**config.mk**
```make
export PLATFORM = sky130hd
export DESIGN_NAME = sorted_list_insert_delete
export DESIGN_NICKNAME = d
export VERILOG_FILES = /design/src/rtl/sli_pkg.sv /design/src/rtl/sli_cmp.sv /design/src/rtl/sli_core.sv /design/src/rtl/sorted_list_insert_delete.sv
export VERILOG_INCLUDE_DIRS = /design/src /design/src/rtl
export SDC_FILE = /design/constraint.sdc
export NUM_CORES = 1
export LEC_CHECK = 0
export BUFFER_PORTS_ARGS = -buffer_cell sky130_fd_sc_hd__buf_2
export CAP_MARGIN = 15
export CELL_PAD_IN_SITES_DETAIL_PLACEMENT = 1
export CELL_PAD_IN_SITES_GLOBAL_PLACEMENT = 2
export CORE_UTILIZATION = 42
export DETAILED_ROUTE_END_ITERATION = 8
export GPL_TIMING_DRIVEN = 0
export PLACE_DENSITY = 0.75
export REMOVE_ABC_BUFFERS = 1
export SLEW_MARGIN = 10
export SYNTH_ARGS = -nofsm -noshare
export SYNTH_HDL_FRONTEND = slang
export SYNTH_SLANG_ARGS = --single-unit
```
**constraint.sdc**
```tcl
create_clock -name clock -period 4.1 [get_ports clock]
set_clock_uncertainty 0.1 [all_clocks]
set_input_delay 0.205 -clock clock [delete_from_list [all_inputs] [get_ports clock]]
set_output_delay 0.205 -clock clock [all_outputs]
set_load 0.03 [all_outputs]
```
**src/rtl/sorted_list_insert_delete_defines.svh**
```systemverilog
// Assertion macros for the sorted list block.
`ifndef SORTED_LIST_INSERT_DELETE_DEFINES_SVH
`define SORTED_LIST_INSERT_DELETE_DEFINES_SVH

`ifndef ASSERT_OFF
// Check an implication or condition on every clock edge outside reset.
`define SLI_ASSERT(lbl, clk, rst, prop) \
   lbl: assert property (@(posedge clk) disable iff (rst) prop) \
      else $error("%m: check failed");
// Check that a condition is followed by another in the next cycle.
`define SLI_ASSERT_NEXT(lbl, clk, rst, pre, post) \
   lbl: assert property (@(posedge clk) disable iff (rst) (pre) |=> (post)) \
      else $error("%m: sequence check failed");
`else
`define SLI_ASSERT(lbl, clk, rst, prop)
`define SLI_ASSERT_NEXT(lbl, clk, rst, pre, post)
`endif

`endif

```
**src/rtl/sli_pkg.sv**
```systemverilog
// Shared types and codes for the sorted list block.
`default_nettype none
package sli_pkg;

   localparam int LIST_DEPTH_DEF = 16;
   localparam int DATA_W         = 32;
   localparam int STATUS_W       = 3;
   localparam int COUNT_W        = 5;

   localparam logic [1:0] REQ_INSERT = 2'd0;
   localparam logic [1:0] REQ_DELETE = 2'd1;
   localparam logic [1:0] REQ_DUMP   = 2'd2;

   localparam logic [STATUS_W-1:0] ST_DONE     = 3'd0;
   localparam logic [STATUS_W-1:0] ST_FULL     = 3'd1;
   localparam logic [STATUS_W-1:0] ST_NOTFOUND = 3'd2;
   localparam logic [STATUS_W-1:0] ST_ENTRY    = 3'd3;
   localparam logic [STATUS_W-1:0] ST_EMPTY    = 3'd4;

   typedef struct packed {
      logic [DATA_W-1:0]   data;
      logic [STATUS_W-1:0] status;
      logic [COUNT_W-1:0]  count;
      logic                last;
   } sli_rslt_type;

endpackage
`default_nettype wire

```
**src/rtl/sli_cmp.sv**
```systemverilog
// Shared signed compare unit used by the list sequencer.
`default_nettype none
module sli_cmp
   import sli_pkg::*;
(
   input  wire logic signed [DATA_W-1:0] a,
   input  wire logic signed [DATA_W-1:0] b,
   output logic                          lt,
   output logic                          eq
);

   assign lt = (a < b);
   assign eq = (a == b);

endmodule
`default_nettype wire

```
**src/rtl/sli_core.sv**
```systemverilog
// List sequencer: entry memory, scan counter and result generation.
`default_nettype none
`include "sorted_list_insert_delete_defines.svh"
module sli_core
   import sli_pkg::*;
#(
   parameter int LIST_DEPTH = LIST_DEPTH_DEF
) (
   input  wire logic              clock,
   input  wire logic              reset,
   input  wire logic              req_valid,
   input  wire logic [1:0]        req_type,
   input  wire logic [DATA_W-1:0] req_value,
   output logic                   req_stall,
   input  wire logic              out_free,
   output logic                   rslt_valid,
   output sli_rslt_type           rslt
);

   localparam int IDXW = (LIST_DEPTH > 1) ? $clog2(LIST_DEPTH) : 1;
   localparam int CNTW = $clog2(LIST_DEPTH + 1);

   typedef enum logic [1:0] {S_IDLE, S_SCAN, S_PLACE, S_FINISH} state_type;

   state_type            state_ff, state_in;
   logic [1:0]           op_ff, op_in;
   logic [DATA_W-1:0]    val_ff, val_in;
   logic [IDXW-1:0]      idx_ff, idx_in;
   logic [CNTW-1:0]      held_ff, held_in;
   logic                 found_ff, found_in;
   logic [STATUS_W-1:0]  status_ff, status_in;

   logic [DATA_W-1:0]    mem [LIST_DEPTH];
   logic [DATA_W-1:0]    rdata_ff;
   logic                 wr_en;
   logic [IDXW-1:0]      wr_addr;
   logic [DATA_W-1:0]    wr_data;

   logic                 cmp_lt, cmp_eq;
   logic [CNTW-1:0]      held_m1, idx_p1;
   logic [CNTW+4:0]      count_ext;
   logic                 last_hit;

   sli_cmp u_cmp (
      .a  (val_ff),
      .b  (rdata_ff),
      .lt (cmp_lt),
      .eq (cmp_eq)
   );

   assign held_m1   = held_ff - CNTW'(1);
   assign idx_p1    = CNTW'(idx_ff) + CNTW'(1);
   assign last_hit  = (idx_p1 == held_ff);
   assign count_ext = {5'd0, held_ff};
   assign req_stall = (state_ff != S_IDLE);

   always_comb begin
      state_in   = state_ff;
      op_in      = op_ff;
      val_in     = val_ff;
      idx_in     = idx_ff;
      held_in    = held_ff;
      found_in   = found_ff;
      status_in  = status_ff;
      wr_en      = 1'b0;
      wr_addr    = idx_ff;
      wr_data    = val_ff;
      rslt_valid = 1'b0;
      rslt.data   = '0;
      rslt.status = status_ff;
      rslt.count  = count_ext[4:0];
      rslt.last   = 1'b1;

      unique case (state_ff)
         S_IDLE: begin
            if (req_valid) begin
               op_in    = req_type;
               val_in   = req_value;
               found_in = 1'b0;
               idx_in   = '0;
               unique case (req_type)
                  REQ_INSERT: begin
                     if (held_ff == CNTW'(LIST_DEPTH)) begin
                        status_in = ST_FULL;
                        state_in  = S_FINISH;
                     end else if (held_ff == '0) begin
                        state_in = S_PLACE;
                     end else begin
                        // scan downward from the largest entry
                        idx_in   = held_m1[IDXW-1:0];
                        state_in = S_SCAN;
                     end
                  end
                  REQ_DELETE: begin
                     if (held_ff == '0) begin
                        status_in = ST_NOTFOUND;
                        state_in  = S_FINISH;
                     end else begin
                        state_in = S_SCAN;
                     end
                  end
                  REQ_DUMP: begin
                     if (held_ff == '0) begin
                        status_in = ST_EMPTY;
                        state_in  = S_FINISH;
                     end else begin
                        state_in = S_SCAN;
                     end
                  end
                  default: begin
                     state_in = S_IDLE;
                  end
               endcase
            end
         end
         S_SCAN: begin
            case (op_ff)
               REQ_INSERT: begin
                  wr_en   = 1'b1;
                  wr_addr = idx_p1[IDXW-1:0];
                  if (cmp_lt) begin
                     // shift the larger entry up one place
                     wr_data = rdata_ff;
                     if (idx_ff == '0) begin
                        state_in = S_PLACE;
                     end else begin
                        idx_in = idx_ff - IDXW'(1);
                     end
                  end else begin
                     wr_data   = val_ff;
                     held_in   = held_ff + CNTW'(1);
                     status_in = ST_DONE;
                     state_in  = S_FINISH;
                  end
               end
               REQ_DELETE: begin
                  if (found_ff) begin
                     // close the gap left by the removed entry
                     wr_en   = 1'b1;
                     wr_addr = idx_ff - IDXW'(1);
                     wr_data = rdata_ff;
                  end
                  found_in = found_ff | cmp_eq;
                  if (last_hit) begin
                     state_in = S_FINISH;
                     if (found_in) begin
                        held_in   = held_m1;
                        status_in = ST_DONE;
                     end else begin
                        status_in = ST_NOTFOUND;
                     end
                  end else begin
                     idx_in = idx_p1[IDXW-1:0];
                  end
               end
               default: begin
                  // dump: hold the entry until the output register frees up
                  if (out_free) begin
                     rslt_valid  = 1'b1;
                     rslt.data   = rdata_ff;
                     rslt.status = ST_ENTRY;
                     rslt.last   = last_hit;
                     if (last_hit) begin
                        state_in = S_IDLE;
                     end else begin
                        idx_in = idx_p1[IDXW-1:0];
                     end
                  end
               end
            endcase
         end
         S_PLACE: begin
            wr_en     = 1'b1;
            wr_addr   = idx_ff;
            wr_data   = val_ff;
            held_in   = held_ff + CNTW'(1);
            status_in = ST_DONE;
            state_in  = S_FINISH;
         end
         S_FINISH: begin
            if (out_free) begin
               rslt_valid = 1'b1;
               state_in   = S_IDLE;
            end
         end
         default: begin
            state_in = S_IDLE;
         end
      endcase
   end

   always_ff @(posedge clock) begin
      if (reset) begin
         state_ff <= S_IDLE;
         held_ff  <= '0;
         found_ff <= 1'b0;
      end else begin
         state_ff <= state_in;
         held_ff  <= held_in;
         found_ff <= found_in;
      end
      op_ff     <= op_in;
      val_ff    <= val_in;
      idx_ff    <= idx_in;
      status_ff <= status_in;
   end

   // read address follows the next index so data lines up with idx_ff
   always_ff @(posedge clock) begin
      if (wr_en) begin
         mem[wr_addr] <= wr_data;
      end
      rdata_ff <= mem[idx_in];
   end

   `SLI_ASSERT(a_held_bound, clock, reset, held_ff <= CNTW'(LIST_DEPTH))
   `SLI_ASSERT(a_load_free, clock, reset, rslt_valid |-> out_free)
   `SLI_ASSERT(a_full_status, clock, reset, (rslt_valid && rslt.status == ST_FULL) |-> (held_ff == CNTW'(LIST_DEPTH)))
   `SLI_ASSERT(a_insert_room, clock, reset, (state_ff == S_SCAN && op_ff == REQ_INSERT) |-> (held_ff < CNTW'(LIST_DEPTH)))
   `SLI_ASSERT_NEXT(a_finish_idle, clock, reset, state_ff == S_FINISH && out_free, state_ff == S_IDLE)

endmodule
`default_nettype wire

```
**src/rtl/sorted_list_insert_delete.sv**
```systemverilog
// Sorted list block: ascending list of signed values with insert, delete and dump.
//
// Requests arrive on the req_ channel (req_valid, req_stall, req_type, req_value)
// and results leave on the rsp_ channel (rsp_valid, rsp_stall, rsp_data,
// rsp_status, rsp_count, rsp_last). A word moves when valid is high and stall
// is low. One request is worked on at a time; req_stall stays high meanwhile.
// Insert walks down from the largest entry, one entry per cycle, shifting
// larger entries up. Delete walks the whole list once. Dump gives one entry
// word per cycle while the output is not stalled, held words, the last with
// rsp_last set. A full insert, a delete on an empty list and an empty dump
// go straight to the finish state to answer. req_stall drops as the final
// word loads, and the next request can then be taken. The pace is set by
// the entry memory (one read and one write a cycle) and the shared comparator.
// Request code three is dropped without a result.
// A result sits in the output register until taken; while it is held and
// rsp_stall is high, the sequencer stops at its next result and resumes
// when the register frees up.
// Reset empties the list and clears any pending result.
`default_nettype none
module sorted_list_insert_delete
   import sli_pkg::*;
#(
   parameter int LIST_DEPTH = LIST_DEPTH_DEF
) (
   input  wire logic                clock,
   input  wire logic                reset,
   input  wire logic                req_valid,
   output logic                     req_stall,
   input  wire logic [1:0]          req_type,
   input  wire logic [DATA_W-1:0]   req_value,
   output logic                     rsp_valid,
   input  wire logic                rsp_stall,
   output logic [DATA_W-1:0]        rsp_data,
   output logic [STATUS_W-1:0]      rsp_status,
   output logic [COUNT_W-1:0]       rsp_count,
   output logic                     rsp_last
);

   logic         rsp_valid_ff;
   sli_rslt_type rsp_ff;
   sli_rslt_type rslt;
   logic         rslt_valid;
   logic         out_free;

   assign out_free = !rsp_valid_ff || !rsp_stall;

   sli_core #(
      .LIST_DEPTH (LIST_DEPTH)
   ) u_core (
      .clock      (clock),
      .reset      (reset),
      .req_valid  (req_valid),
      .req_type   (req_type),
      .req_value  (req_value),
      .req_stall  (req_stall),
      .out_free   (out_free),
      .rslt_valid (rslt_valid),
      .rslt       (rslt)
   );

   always_ff @(posedge clock) begin
      if (reset) begin
         rsp_valid_ff <= 1'b0;
      end else if (rslt_valid) begin
         rsp_valid_ff <= 1'b1;
      end else if (!rsp_stall) begin
         rsp_valid_ff <= 1'b0;
      end
   end

   always_ff @(posedge clock) begin
      if (rslt_valid) begin
         rsp_ff <= rslt;
      end
   end

   assign rsp_valid  = rsp_valid_ff;
   assign rsp_data   = rsp_ff.data;
   assign rsp_status = rsp_ff.status;
   assign rsp_count  = rsp_ff.count;
   assign rsp_last   = rsp_ff.last;

endmodule
`default_nettype wire
```
Yosys cells after proc, flatten, opt, wreduce, memory -nomap -nowiden
Memory sizes are Yosys's and may differ from the RTL's. A register that Yosys moved wholly into a read port is not among the register bits. Index checks and enable logic that the tools add are counted.

Mux-type cells: 61. Bitwise logic cells: 3. Order comparisons: 1. Divide/modulo/power cells: 0. Reductions and logical operators: 20. Multipliers: 0. Eq/ne operators: 24. Add/subtract/negate cells: 4. Shift operators: 0.

Operators with widths (count): 2-to-1 mux 32 bit (3); one-hot mux 32 bit (2 select lines) (1); 2-to-1 mux 4 bit (10); == test 32 bit (1); < comparator 32 bit (1); 2-to-1 mux 3 bit (9); one-hot mux 4 bit (2 select lines) (3); 2-to-1 mux 2 bit (11); one-hot mux 5 bit (2 select lines) (2); one-hot mux 3 bit (3 select lines) (2); 2-to-1 mux 5 bit (3); inequality test 3 x 2 -> 1 bit, second input constant (5); 2-to-1 mux 1 bit (9); AND reduction 9 bit (1); inequality test 4 bit, second input constant (2); one-hot mux 1 bit (2 select lines) (4); one-hot mux 2 bit (2 select lines) (2); one-hot mux 2 bit (4 select lines) (1); == test 2 x 1 -> 1 bit, second input constant (3); == test 2 bit, second input constant (3); logical NOT 2 bit (3); inequality test 3 x 1 -> 1 bit, second input constant (2); one-hot mux 3 bit (2 select lines) (1); AND reduction 6 bit (1); other kinds (23) (30).

Bits in latches: 0. Memories: 1. Bits of input ports: 38. Bits in registers: 91. RAM bits: 512. Bits in read-only memories: 0.

Memories: u_core.mem (words 16, width 32, read ports 1, clocked after memory_dff 1, write ports 1, RTL line sli_core.sv:33) `logic [DATA_W-1:0] mem [LIST_DEPTH];`.

Logic depth before layout (Yosys ltp)
Gate-level depths: netlist of the first run.

Depth after elaboration: 6. Mapped depth: 18. Mapped depth without buffers: 14.

By module
Synthesis of the first run repeated with hierarchy kept, for this count alone.

Cells, all modules: 1821. Area, all modules: 26621.8 µm².

Modules (own cells, without submodules): sli_core (area an instance 24537.3 µm², instances 1, seq. area each 17366.7 µm², cells an instance 1663); sorted_list_insert_delete (area an instance 1263.7 µm², instances 1, seq. area each 1251.2 µm², cells an instance 45); sli_cmp (area an instance 820.8 µm², instances 1, seq. area each 0.0 µm², cells an instance 113).

Worst setup path before layout of the first run
Ideal clock, no wire load.

Path type: register -> register. From: register u_core.state_ff[1]. To: memory u_core.mem[3][0] (enable). Slack: 95 ps. Setup time: 421 ps. Cell stages (with the launch flop): 10. Arrival: 3484 ps. Path buffers: 2. Cells stage by stage: dfxtp_1 -> inv_1 -> ha_1 -> clkbuf_1 -> nor2b_1 -> clkbuf_1 -> o21ai_0 -> o21ai_0 -> or3b_2 -> nor2_1.

Cells in the longest elaborated chain, start to end: 4. Elaborated cells between the ends (all ways): 6. Those cells by class: eq/ne: 2; mux: 4.

Ends and longest elaborated chain: from (decl) (RTL line sli_core.sv:25) `state_type state_ff, state_in;`; from (signal assigned) (RTL line sli_core.sv:198) `state_ff <= state_in;`; == test 2 bit / == test 2 x 1 -> 1 bit (equally long branches) (RTL line sli_core.sv:74) `unique case (state_ff)`; one-hot mux 1 bit (2 select lines) (RTL line sli_core.sv:74); 2-to-1 mux 1 bit (RTL line sli_core.sv:210) `if (wr_en) begin`; 2-to-1 mux 1 bit (implied by the code) (RTL line sli_core.sv:211) `mem[wr_addr] <= wr_data;`; to (decl) (RTL line sli_core.sv:33).

Parallel ways exist; a longest one is shown, timed or not.

Final worst setup path of the first run
From: register u_core.rdata_ff[19], read port of u_core.mem. To: register u_core.rdata_ff[30], read port of u_core.mem.

Cells in the longest elaborated chain, start to end: 4.

Ends and longest elaborated chain: from (decl) (RTL line sli_core.sv:34) `logic [DATA_W-1:0] rdata_ff;`; < comparator 32 bit (RTL line sli_cmp.sv:12) `assign lt = (a < b);`; 2-to-1 mux 4 bit (RTL line sli_core.sv:121) `if (cmp_lt) begin`; one-hot mux 4 bit (2 select lines) (RTL line sli_core.sv:117) `case (op_ff)`; one-hot mux 4 bit (2 select lines) (RTL line sli_core.sv:74).

Every way passes these cells. A chain may end at the register's enable or synchronous reset.

==> results.sh, run 1 <==
export IMPL_critPathLaunchType="flip-flop"
export IMPL_powerDensity_nw_per_um2=940
export IMPL_p_leak_uw=0.0124
export IMPL_synth_top_cell_by_area="edfxtp_1"
export IMPL_syn_to_final_growth_pct=30.9
export IMPL_die_h_um=252
export IMPL_synth_most_common_cell="edfxtp_1"
export IMPL_syn_area_um2=26200
export IMPL_regToRegSetupSlack_ps=-490
export IMPL_dr_total_vias=17600
export IMPL_place_hpwl_um=43400
export IMPL_die_w_um=252
export IMPL_htree_levels=3
export IMPL_fin_hold_ws_ps=184
export IMPL_final_hold_viol_count=0
export IMPL_hold_depth=2
export IMPL_cts_made_buffers=71
export IMPL_clock_latency_ps=640
export IMPL_synth_top_cells_by_count="edfxtp_1 (590), and3_1 (131), a2111oi_0 (129)"
export IMPL_wl_per_cell_um=32.8
export IMPL_rsz0062_at_grt="yes"
export IMPL_worst_path_stages=20
export IMPL_n_fill_cell=5559
export IMPL_synth_edf_count=590
export IMPL_ys_ff_latch=635
export IMPL_syn_avg_cell_area_um2=16.1
export IMPL_multi_input_area_um2=7980
export IMPL_cap_violations=0
export IMPL_cts_tree="yes"
export IMPL_ys_async_sr_fraction_pct=0
export IMPL_initial_core_util_pct=42.5
export IMPL_grt_max_degree=66
export IMPL_worst_pin_slew_ps=846
export IMPL_crit_slowest_cell="mux4_2"
export IMPL_core_rowCount=91
export IMPL_period_share_pct=112
export IMPL_antenna_found_initial=4
export IMPL_synthTopCellsByArea="edfxtp_1 (68%), mux4_2 (5.5%), a2111oi_0 (4.3%)"
export IMPL_setup_viol=45
export IMPL_fin_ws_ps=-491
export IMPL_synth_ff_type="edfxtp_1"
export IMPL_die_area_um2=63300
export IMPL_yosysWarnings=0
export IMPL_crit_type="flip-flop to flip-flop"
export IMPL_finalWirelength_um=92100
export IMPL_cts_sinks=635
export IMPL_ir_drop_v=0.000481
export IMPL_synth_top_cell_area_share_pct=67.7
export IMPL_grt_pass1_vias=18000
export IMPL_ff_latch_area_um2=18600
export IMPL_cp_end_kind="flip-flop"
export IMPL_grt_pass1_wl_um=126000
export IMPL_critPathTopFamily="buffers and inverters"
export IMPL_ios=81
export IMPL_path_cells="inv_1 > ha_4 > buf_4 > a21oi_1 > o21a_1 > a2bb2oi_4 > a21boi_4 > buf_4 > nor4_4 > nor3_4 > buf_4 > buf_16 > nand2_8 > buf_12 > buf_12 > buf_12 > buf_16 > mux4_2 > mux2i_1 > mux2i_1"
export IMPL_first_iter_violations=1836
export IMPL_clk_pin_slew_ps=70
export IMPL_slew_viol_final=0
export IMPL_fmax_ghz=0.218
export IMPL_path_max_fanout=7
export IMPL_gp_congestion=0.785
export IMPL_violations="DRC, setup timing"
export IMPL_cp_slowest_stage_delay_ps=510
export IMPL_grtUsageTotal_pct=27.9
export IMPL_setup_tns_ps=-9590
export IMPL_numPortBuffers=80
export IMPL_root_buffer="clkbuf_16"
export IMPL_cp_data_required_time_ps=4500
export IMPL_ant_nets=0
export IMPL_critPathArrivalTime_ps=4990
export IMPL_critPathBufInv=9
export IMPL_layout_nets=1998
export IMPL_hp_class="input pin to flip-flop"
export IMPL_slew_limit_headroom_pct=43.2
export IMPL_drc_errors=2
export IMPL_avgViaCountPerCell=6.25
export IMPL_r2r_cells=20
export IMPL_clock_path_buffers=3
export IMPL_outcome="complete, but fails checks"
export IMPL_gr_total_overflow=0
export IMPL_ys_types=66
export IMPL_first_pass_iters=7
export IMPL_layout_min_cycle_time_ps=4590
export IMPL_synthCells=1625
export IMPL_layout_drive_gt1_share_pct=31.6
export IMPL_core_um2=61600
export IMPL_yosysSeqAreaShare_pct=71.1
-- final cells by class --
type,count,share of cell area (%)
Antenna cell,1,0.00730
Timing Repair Buffer,324,11.8
Tap cell,837,3.06
Clock inverter,27,0.701
Multi-Input combinational cell,825,23.3
Sequential cell,635,54.4
Timing Repair inverter,4,0.164
Clock buffer,104,5.88
Inverter,53,0.712
-- cells in the final DEF (no fill, tap or decap), types with 44 or more instances in the layout --
cell type / instances
buf_4: 84
buf_16: 44
mux4_2: 64
buf_12: 52
buf_2: 83
clkbuf_16: 76
inv_1: 49
edfxtp_1: 590
mux2i_1: 67
and3_1: 128
a2111oi_0: 67
nand2_1: 59
-- cells by family (layout without fill, tap and decap cells) --
kind of cell / Yosys count / after routing / share of synthesized area (%)
muxes: 135 / 135 / 8.23
AOI/OAI and AO/OA: 251 / 252 / 7.23
and+or+nand+nor: 373 / 377 / 8.04
buffers and inverters: 170 / 512 / 2.66
other: 0 / 1 / 0
adders and majority gates: 46 / 46 / 2.20
xor gates and xnor gates: 15 / 15 / 0.502
DFF: 635 / 635 / 71.1
-- where the power goes --
group	switching [µW]	total, µW	internal [µW]
Combinational	9520	17400	7880
Sequential	375	8470	8090
Clock	2740	6350	3620
-- sequential cells by signal, indices dropped and copies added (netlist names) --
register,count
u_core.mem,512
rsp_data,32
u_core.rdata_ff,32
u_core.val_ff,32
rsp_count,5
u_core.held_ff,5
u_core.idx_ff,4
rsp_status,3
u_core.status_ff,3
u_core.op_ff,2
u_core.state_ff,2
rsp_last,1
rsp_valid,1
u_core.found_ff,1
-- worst reg2reg max path, cell delays in order, from the launching register on --
cell and delay [ps]:
dfxtp_1 380, inv_1 120, ha_4 270, buf_4 150, a21oi_1 220, o21a_1 230
a2bb2oi_4 290, a21boi_4 160, buf_4 190, nor4_4 390, nor3_4 90, buf_4 170
buf_16 130, nand2_8 80, buf_12 110, buf_12 150, buf_12 150, buf_16 150
mux4_2 520, mux2i_1 250, mux2i_1 170
-- through the flow --
step / worst slack, ps / power, µW / instances / cell area [µm²] / utilization [%]
3_3_place_gp: -16380 / 15800 / 2425 / 27100 / 44.0
4_1_cts: -256 / 30400 / 2772 / 33400 / 54.2
5_1_grt: -526 / 33100 / 2810 / 34300 / 55.6
6_report: -491 / 32200 / 2810 / 34300 / 55.6
2_1_floorplan: -7200 / 13700 / 1508 / 25700 / -
3_5_place_dp: -1980 / 19000 / 2487 / 28500 / 46.2
-- what timing repair did --
item,4_1_cts,5_1_grt
cloned,35,4
resized for setup,207,120
buffers inserted,81,36
endpoints found under the setup margin,936,595
hold buffers,38,0
pin swaps,36,34
endpoints found under the hold margin,44,0
-- routing by layer --
| metal | wire length (µm) | GRT usage (%) |
|---|---|---|
| met1 | 35100 | 35.0 |
| met2 | 44800 | 46.5 |
| met3 | 7140 | 5.18 |
| met4 | 5150 | 13.6 |
| met5 | 13 | 0 |
-- worst paths after layout --
check / from / endpoint
worst min-delay path: req_value[24] / u_core.val_ff[24]$_DFFE_PP_
worst max register to register: u_core.rdata_ff[19]$_DFF_P_ / u_core.rdata_ff[30]$_DFF_P_
worst min register to register: u_core.status_ff[0]$_DFFE_PP_ / rsp_status[0]$_DFFE_PP_
worst max-delay path: u_core.rdata_ff[19]$_DFF_P_ / u_core.rdata_ff[30]$_DFF_P_
Note: power is estimated with default switching activity, not from simulation.
==> inputs of run 2 (changes only) <==
--- a/config.mk
+++ b/config.mk
@@ -13,7 +13,7 @@
 export CORE_UTILIZATION = 42
 export DETAILED_ROUTE_END_ITERATION = 8
 export GPL_TIMING_DRIVEN = 0
-export PLACE_DENSITY = 0.75
+export PLACE_DENSITY = 0.73
 export REMOVE_ABC_BUFFERS = 1
 export SLEW_MARGIN = 10
 export SYNTH_ARGS = -nofsm -noshare
==> results.sh, run 2 (same netlist as run 1, synthesis figures left out) <==
export IMPL_path_max_fanout=13
export IMPL_layout_nets=2002
export IMPL_core_rowCount=91
export IMPL_cts_sinks=635
export IMPL_final_cell_mix="edfxtp_1 (590), and3_1 (129), buf_4 (92)"
export IMPL_period_share_pct=114
export IMPL_r2r_cells=17
export IMPL_core_um2=61600
export IMPL_ios=81
export IMPL_layout_drive_gt1_share_pct=31.2
export IMPL_violations="setup timing"
export IMPL_outcome="complete, but fails checks"
export IMPL_grt_pass1_wl_um=119000
export IMPL_worstReg2RegStart="u_core.rdata_ff[1]$_DFF_P_"
export IMPL_utilization_pct=55.5
export IMPL_die_h_um=252
export IMPL_antenna_found_initial=0
export IMPL_top_register="u_core.mem"
export IMPL_fmax_ghz=0.214
export IMPL_syn_to_final_growth_pct=30.5
export IMPL_initial_core_util_pct=42.5
export IMPL_place_hpwl_um=45000
export IMPL_grtUsageTotal_pct=26.2
export IMPL_grt_max_degree=66
export IMPL_crit_type="flip-flop to flip-flop"
export IMPL_final_hold_viol_count=0
export IMPL_finalWirelength_um=87700
export IMPL_critPathArrivalTime_ps=5070
export IMPL_gr_total_overflow=0
export IMPL_finish_instance_area_um2=34200
export IMPL_fin_hold_ws_ps=41.9
export IMPL_dpl_cell_area_um2=28600
export IMPL_clock_latency_ps=620
export IMPL_ir_drop_v=0.000507
export IMPL_layout_min_cycle_time_ps=4680
export IMPL_cp_end_kind="flip-flop"
export IMPL_numPortBuffers=80
export IMPL_htree_levels=3
export IMPL_largest_register_ffs=512
export IMPL_gp_congestion=0.765
export IMPL_setup_viol=69
export IMPL_clk_pin_slew_ps=70
export IMPL_r2r_end="u_core.rdata_ff[4]$_DFF_P_"
export IMPL_cp_data_required_time_ps=4490
export IMPL_root_buffer="clkbuf_16"
export IMPL_first_pass_iters=5
export IMPL_die_w_um=252
export IMPL_regToRegSetupSlack_ps=-580
export IMPL_powerDensity_nw_per_um2=918
export IMPL_avgViaCountPerCell=6.12
export IMPL_p_leak_uw=0.0124
export IMPL_hp_class="input pin to flip-flop"
export IMPL_hp_start="req_valid"
export IMPL_drc_errors=0
export IMPL_first_iter_violations=1857
export IMPL_die_area_um2=63300
export IMPL_cap_violations=0
export IMPL_cts_tree="yes"
export IMPL_final_common_cell="edfxtp_1"
export IMPL_slew_limit_headroom_pct=39.0
export IMPL_total_power_uw=31400
export IMPL_fin_cells=2807
export IMPL_fin_ws_ps=-578
export IMPL_critPathLaunchType="flip-flop"
export IMPL_dr_total_vias=17200
export IMPL_worstHoldEndpoint="u_core.found_ff$_SDFFE_PP0P_"
export IMPL_grt_pass1_vias=17300
export IMPL_worst_pin_slew_ps=908
export IMPL_wl_per_cell_um=31.3
export IMPL_clock_path_buffers=3
export IMPL_cts_made_buffers=70
export IMPL_hold_depth=4
export IMPL_ant_nets=0
export IMPL_rsz0062_at_grt="yes"
export IMPL_dp_cells=2496
export IMPL_slew_viol_final=0
## run 2: report_power, final
part           internal, µW  switching (µW)  leakage [µW]
combinational          7850            8900       0.00563
sequential             8090             391       0.00572
clock                  3550            2590       0.00106
total                 19500           11900        0.0124
## run 2: area by class of cell
cell class | count | area (µm²)
Inverter | 53 | 239
Clock inverter | 24 | 258
Antenna cell | 1 | 2.50
Fill cell | 5596 | 27400
Tap cell | 837 | 1050
Sequential cell | 635 | 18600
Clock buffer | 99 | 1930
Timing Repair Buffer | 332 | 4110
Timing Repair inverter | 1 | 8.76
Multi-Input combinational cell | 825 | 7940
## run 2: how the worst max path moves through the flow
stage          depth (start not counted)                           to                         from  slack (ps)
2_1_floorplan                         11   u_core.rdata_ff[0]$_DFF_P_     u_core.idx_ff[0]$_DFF_P_       -7200
3_3_place_gp                          11  u_core.rdata_ff[20]$_DFF_P_     u_core.idx_ff[0]$_DFF_P_      -18150
3_5_place_dp                          14   u_core.rdata_ff[7]$_DFF_P_  u_core.val_ff[31]$_DFFE_PP_       -1740
4_1_cts                               16  u_core.rdata_ff[16]$_DFF_P_  u_core.val_ff[21]$_DFFE_PP_        -170
5_1_grt                               17   u_core.rdata_ff[4]$_DFF_P_  u_core.val_ff[31]$_DFFE_PP_        -570
6_report                              17   u_core.rdata_ff[4]$_DFF_P_   u_core.rdata_ff[1]$_DFF_P_        -580
## run 2: per-stage QoR
stage | TNS [ps] | setup slack (ps)
final | -9040 | -578
after global routing | -20290 | -568
after CTS | -4040 | -172
after detailed placement | -522220 | -1740
after global placement | -4568520 | -18150
after floorplan | -795890 | -7200
## run 2: what timing repair did
action | CTS | global route
buffers inserted | 45 | 74
hold endpoints to repair | 44 | 0
hold buffers | 37 | 0
setup endpoints to repair | 942 | 586
gates cloned | 26 | 8
resized for setup | 162 | 126
pin swaps | 26 | 43
## run 2: metal layers
metal	share of wire [%]	wire length, µm	vias to the layer above	track usage [%]
met1	41	35600	8948	35.3
met3	7.2	6350	221	4.21
met4	4.3	3760	0	10.6
met2	48	42000	874	42.5
li1	-	-	7146	-
met5	0	0	-	0
## run 2: critical path: stages (launching register included)
cell	delay, ps
dfxtp_2	370
inv_1	100
ha_1	310
nor2b_1	140
o211ai_1	290
a21oi_2	110
o31a_4	440
o311a_1	410
nor3_4	240
buf_8	180
buf_12	180
nand2_8	100
buf_16	180
buf_12	130
buf_16	140
a2111oi_0	790
or4_1	250
mux2i_1	70
==> inputs of run 3 (changes only) <==
--- a/config.mk
+++ b/config.mk
@@ -6,7 +6,7 @@
 export SDC_FILE = /design/constraint.sdc
 export NUM_CORES = 1
 export LEC_CHECK = 0
-export BUFFER_PORTS_ARGS = -buffer_cell sky130_fd_sc_hd__buf_2
+export BUFFER_PORTS_ARGS = -buffer_cell sky130_fd_sc_hd__clkbuf_2
 export CAP_MARGIN = 15
 export CELL_PAD_IN_SITES_DETAIL_PLACEMENT = 1
 export CELL_PAD_IN_SITES_GLOBAL_PLACEMENT = 2
@@ -19,3 +19,4 @@
 export SYNTH_ARGS = -nofsm -noshare
 export SYNTH_HDL_FRONTEND = slang
 export SYNTH_SLANG_ARGS = --single-unit
+export TNS_END_PERCENT = 50
==> results.sh, run 3 (same netlist as run 1, synthesis figures left out) <==
export IMPL_antenna_found_initial=2
export IMPL_grt_max_degree=66
export IMPL_fin_ws_ps=-406
export IMPL_path_cells="ha_4 > nand4_1 > buf_4 > nor4_4 > and4bb_2 > o31a_4 > buf_4 > nor4_4 > or2_1 > o311ai_4 > buf_6 > clkbuf_16 > buf_12 > clkinv_8 > a2111oi_0 > or4_1 > mux2i_1"
export IMPL_setup_viol=32
export IMPL_cts_made_buffers=70
export IMPL_initial_core_util_pct=42.5
export IMPL_gr_total_overflow=0
export IMPL_powerDensity_nw_per_um2=902
export IMPL_ios=81
export IMPL_syn_to_final_growth_pct=28.2
export IMPL_top_register="u_core.mem"
export IMPL_core_um2=61600
export IMPL_critPathArrivalTime_ps=4890
export IMPL_grtUsageTotal_pct=25.3
export IMPL_htree_levels=3
export IMPL_worstReg2RegStart="u_core.val_ff[18]$_DFFE_PP_"
export IMPL_layout_drive_gt1_share_pct=28.5
export IMPL_sequentialPowerShare_pct=27.9
export IMPL_cts_sinks=635
export IMPL_p_sw_uw=11300
export IMPL_cts_tree="yes"
export IMPL_hp_class="input pin to flip-flop"
export IMPL_critPathBufInv=6
export IMPL_cp_end_kind="flip-flop"
export IMPL_critPathTopFamily="simple AND/OR/NAND/NOR gates"
export IMPL_wl_per_cell_um=30.3
export IMPL_grt_pass1_vias=16900
export IMPL_gp_congestion=0.770
export IMPL_cp_startpoint="u_core.val_ff[18]$_DFFE_PP_"
export IMPL_worst_pin_slew_ps=913
export IMPL_layout_min_cycle_time_ps=4510
export IMPL_worst_path_stages=17
export IMPL_final_hold_viol_count=0
export IMPL_slew_viol_final=0
export IMPL_outcome="complete, but fails checks"
export IMPL_n_fill_cell=5632
export IMPL_place_hpwl_um=44900
export IMPL_die_h_um=252
export IMPL_crit_type="flip-flop to flip-flop"
export IMPL_power_internal_uw=19000
export IMPL_largest_register_ffs=512
export IMPL_cap_violations=0
export IMPL_cp_data_required_time_ps=4480
export IMPL_root_buffer="clkbuf_16"
export IMPL_dr_total_vias=16800
export IMPL_crit_slowest_cell="a2111oi_0"
export IMPL_numPortBuffers=80
export IMPL_drc_errors=0
export IMPL_cp_slowest_stage_delay_ps=550
export IMPL_setup_tns_ps=-6370
export IMPL_finalWirelength_um=84300
export IMPL_core_rowCount=91
export IMPL_ir_drop_v=0.000477
export IMPL_rsz0062_at_grt="yes"
export IMPL_switching_share_pct=37.3
export IMPL_clock_path_buffers=3
export IMPL_combPwrFrac_pct=50.5
export IMPL_die_w_um=252
export IMPL_violations="setup timing"
export IMPL_clk_pin_slew_ps=60
export IMPL_first_pass_iters=5
export IMPL_avgViaCountPerCell=6.04
export IMPL_critPathLaunchType="flip-flop"
export IMPL_p_leak_uw=0.0123
export IMPL_clock_latency_ps=620
export IMPL_layout_nets=1970
export IMPL_first_iter_violations=1720
export IMPL_slew_limit_headroom_pct=38.7
export IMPL_ant_nets=0
export IMPL_r2r_cells=17
export IMPL_total_power_uw=30300
export IMPL_path_max_fanout=8
export IMPL_regToRegSetupSlack_ps=-410
export IMPL_die_area_um2=63300
export IMPL_pwr_share_clk_pct=21.5
export IMPL_final_common_cell="edfxtp_1"
export IMPL_grt_pass1_wl_um=115000
export IMPL_fmax_ghz=0.222
export IMPL_cp_endpoint="u_core.rdata_ff[2]$_DFF_P_"
export IMPL_r2r_end="u_core.rdata_ff[2]$_DFF_P_"
export IMPL_final_cell_mix="edfxtp_1 (590), and3_1 (129), a2111oi_0 (101)"
export IMPL_period_share_pct=110
-- run 3: power by group through the flow --
| stage | logic (µW) | clock network (µW) | registers, µW |
|---|---|---|---|
| after floorplan | 5170 | 0 | 8570 |
| after global placement | 7280 | 0 | 8630 |
| after detailed placement | 10400 | 0 | 8570 |
| after CTS | 13100 | 6570 | 8440 |
| after global routing | 16000 | 6820 | 8500 |
| final | 15300 | 6520 | 8460 |
-- run 3: routing by layer --
| metal | track usage, % | share of wire (%) |
|---|---|---|
| met3 | 4.01 | 6.5 |
| met4 | 10.9 | 3.9 |
| met5 | 0 | 0 |
| met1 | 33.7 | 41 |
| met2 | 41.2 | 49 |
-- run 3: final cells by class --
class                   instances  area [µm²]  share of cell area [%]
clock buffers                  94        1970                    5.86
clock inverters                32         389                    1.16
flip-flops and latches        635       18600                    55.5
multi-input cells             826        7620                    22.7
diodes                          1        2.50                 0.00746
repair inverters                4        45.0                   0.134
inverters                      53         246                   0.734
repair buffers                296        3610                    10.8
well taps                     837        1050                    3.12
-- run 3: how the worst min path moves through the flow --
stage | slack (ps) | depth (start not counted) | to | startpoint
CTS | 20 | 4 | u_core.found_ff$_SDFFE_PP0P_ | req_valid
floorplan | 170 | 1 | rsp_valid$_SDFFE_PP0P_ | reset
global placement | 280 | 1 | u_core.val_ff[13]$_DFFE_PP_ | req_value[13]
global route | 80 | 4 | u_core.found_ff$_SDFFE_PP0P_ | req_valid
detailed placement | 280 | 1 | u_core.val_ff[12]$_DFFE_PP_ | req_value[12]
finish | 40 | 4 | u_core.found_ff$_SDFFE_PP0P_ | req_valid
-- run 3: worst register-to-register path, cell delays in order (launching register included) --
cell	delay (ps)
edfxtp_1	440
ha_4	300
nand4_1	110
buf_4	180
nor4_4	370
and4bb_2	390
o31a_4	270
buf_4	160
nor4_4	50
or2_1	250
o311ai_4	320
buf_6	160
clkbuf_16	140
buf_12	140
clkinv_8	120
a2111oi_0	550
or4_1	250
mux2i_1	80
-- run 3: metrics by stage --
step | std cells | cell area, µm² | hold slack, ps | setup WS (ps) | utilization (%)
final | 2778 | 33600 | 39.2 | -406 | 54.5
after global routing | 2777 | 33600 | 77.0 | -522 | 54.5
after CTS | 2704 | 32500 | 19.7 | -232 | 52.7
after detailed placement | 2496 | 28700 | 284 | -1980 | 46.5
after global placement | 2425 | 27100 | 284 | -17980 | 44.0
after floorplan | 1508 | 25700 | 174 | -7200 | -
-- run 3: repair_timing --
action,4_1_cts,5_1_grt
resized for setup,121,83
hold buffers,37,0
endpoints found under the setup margin,970,648
pin swaps,21,33
buffers inserted,26,57
cloned,19,18
endpoints found under the hold margin,43,0
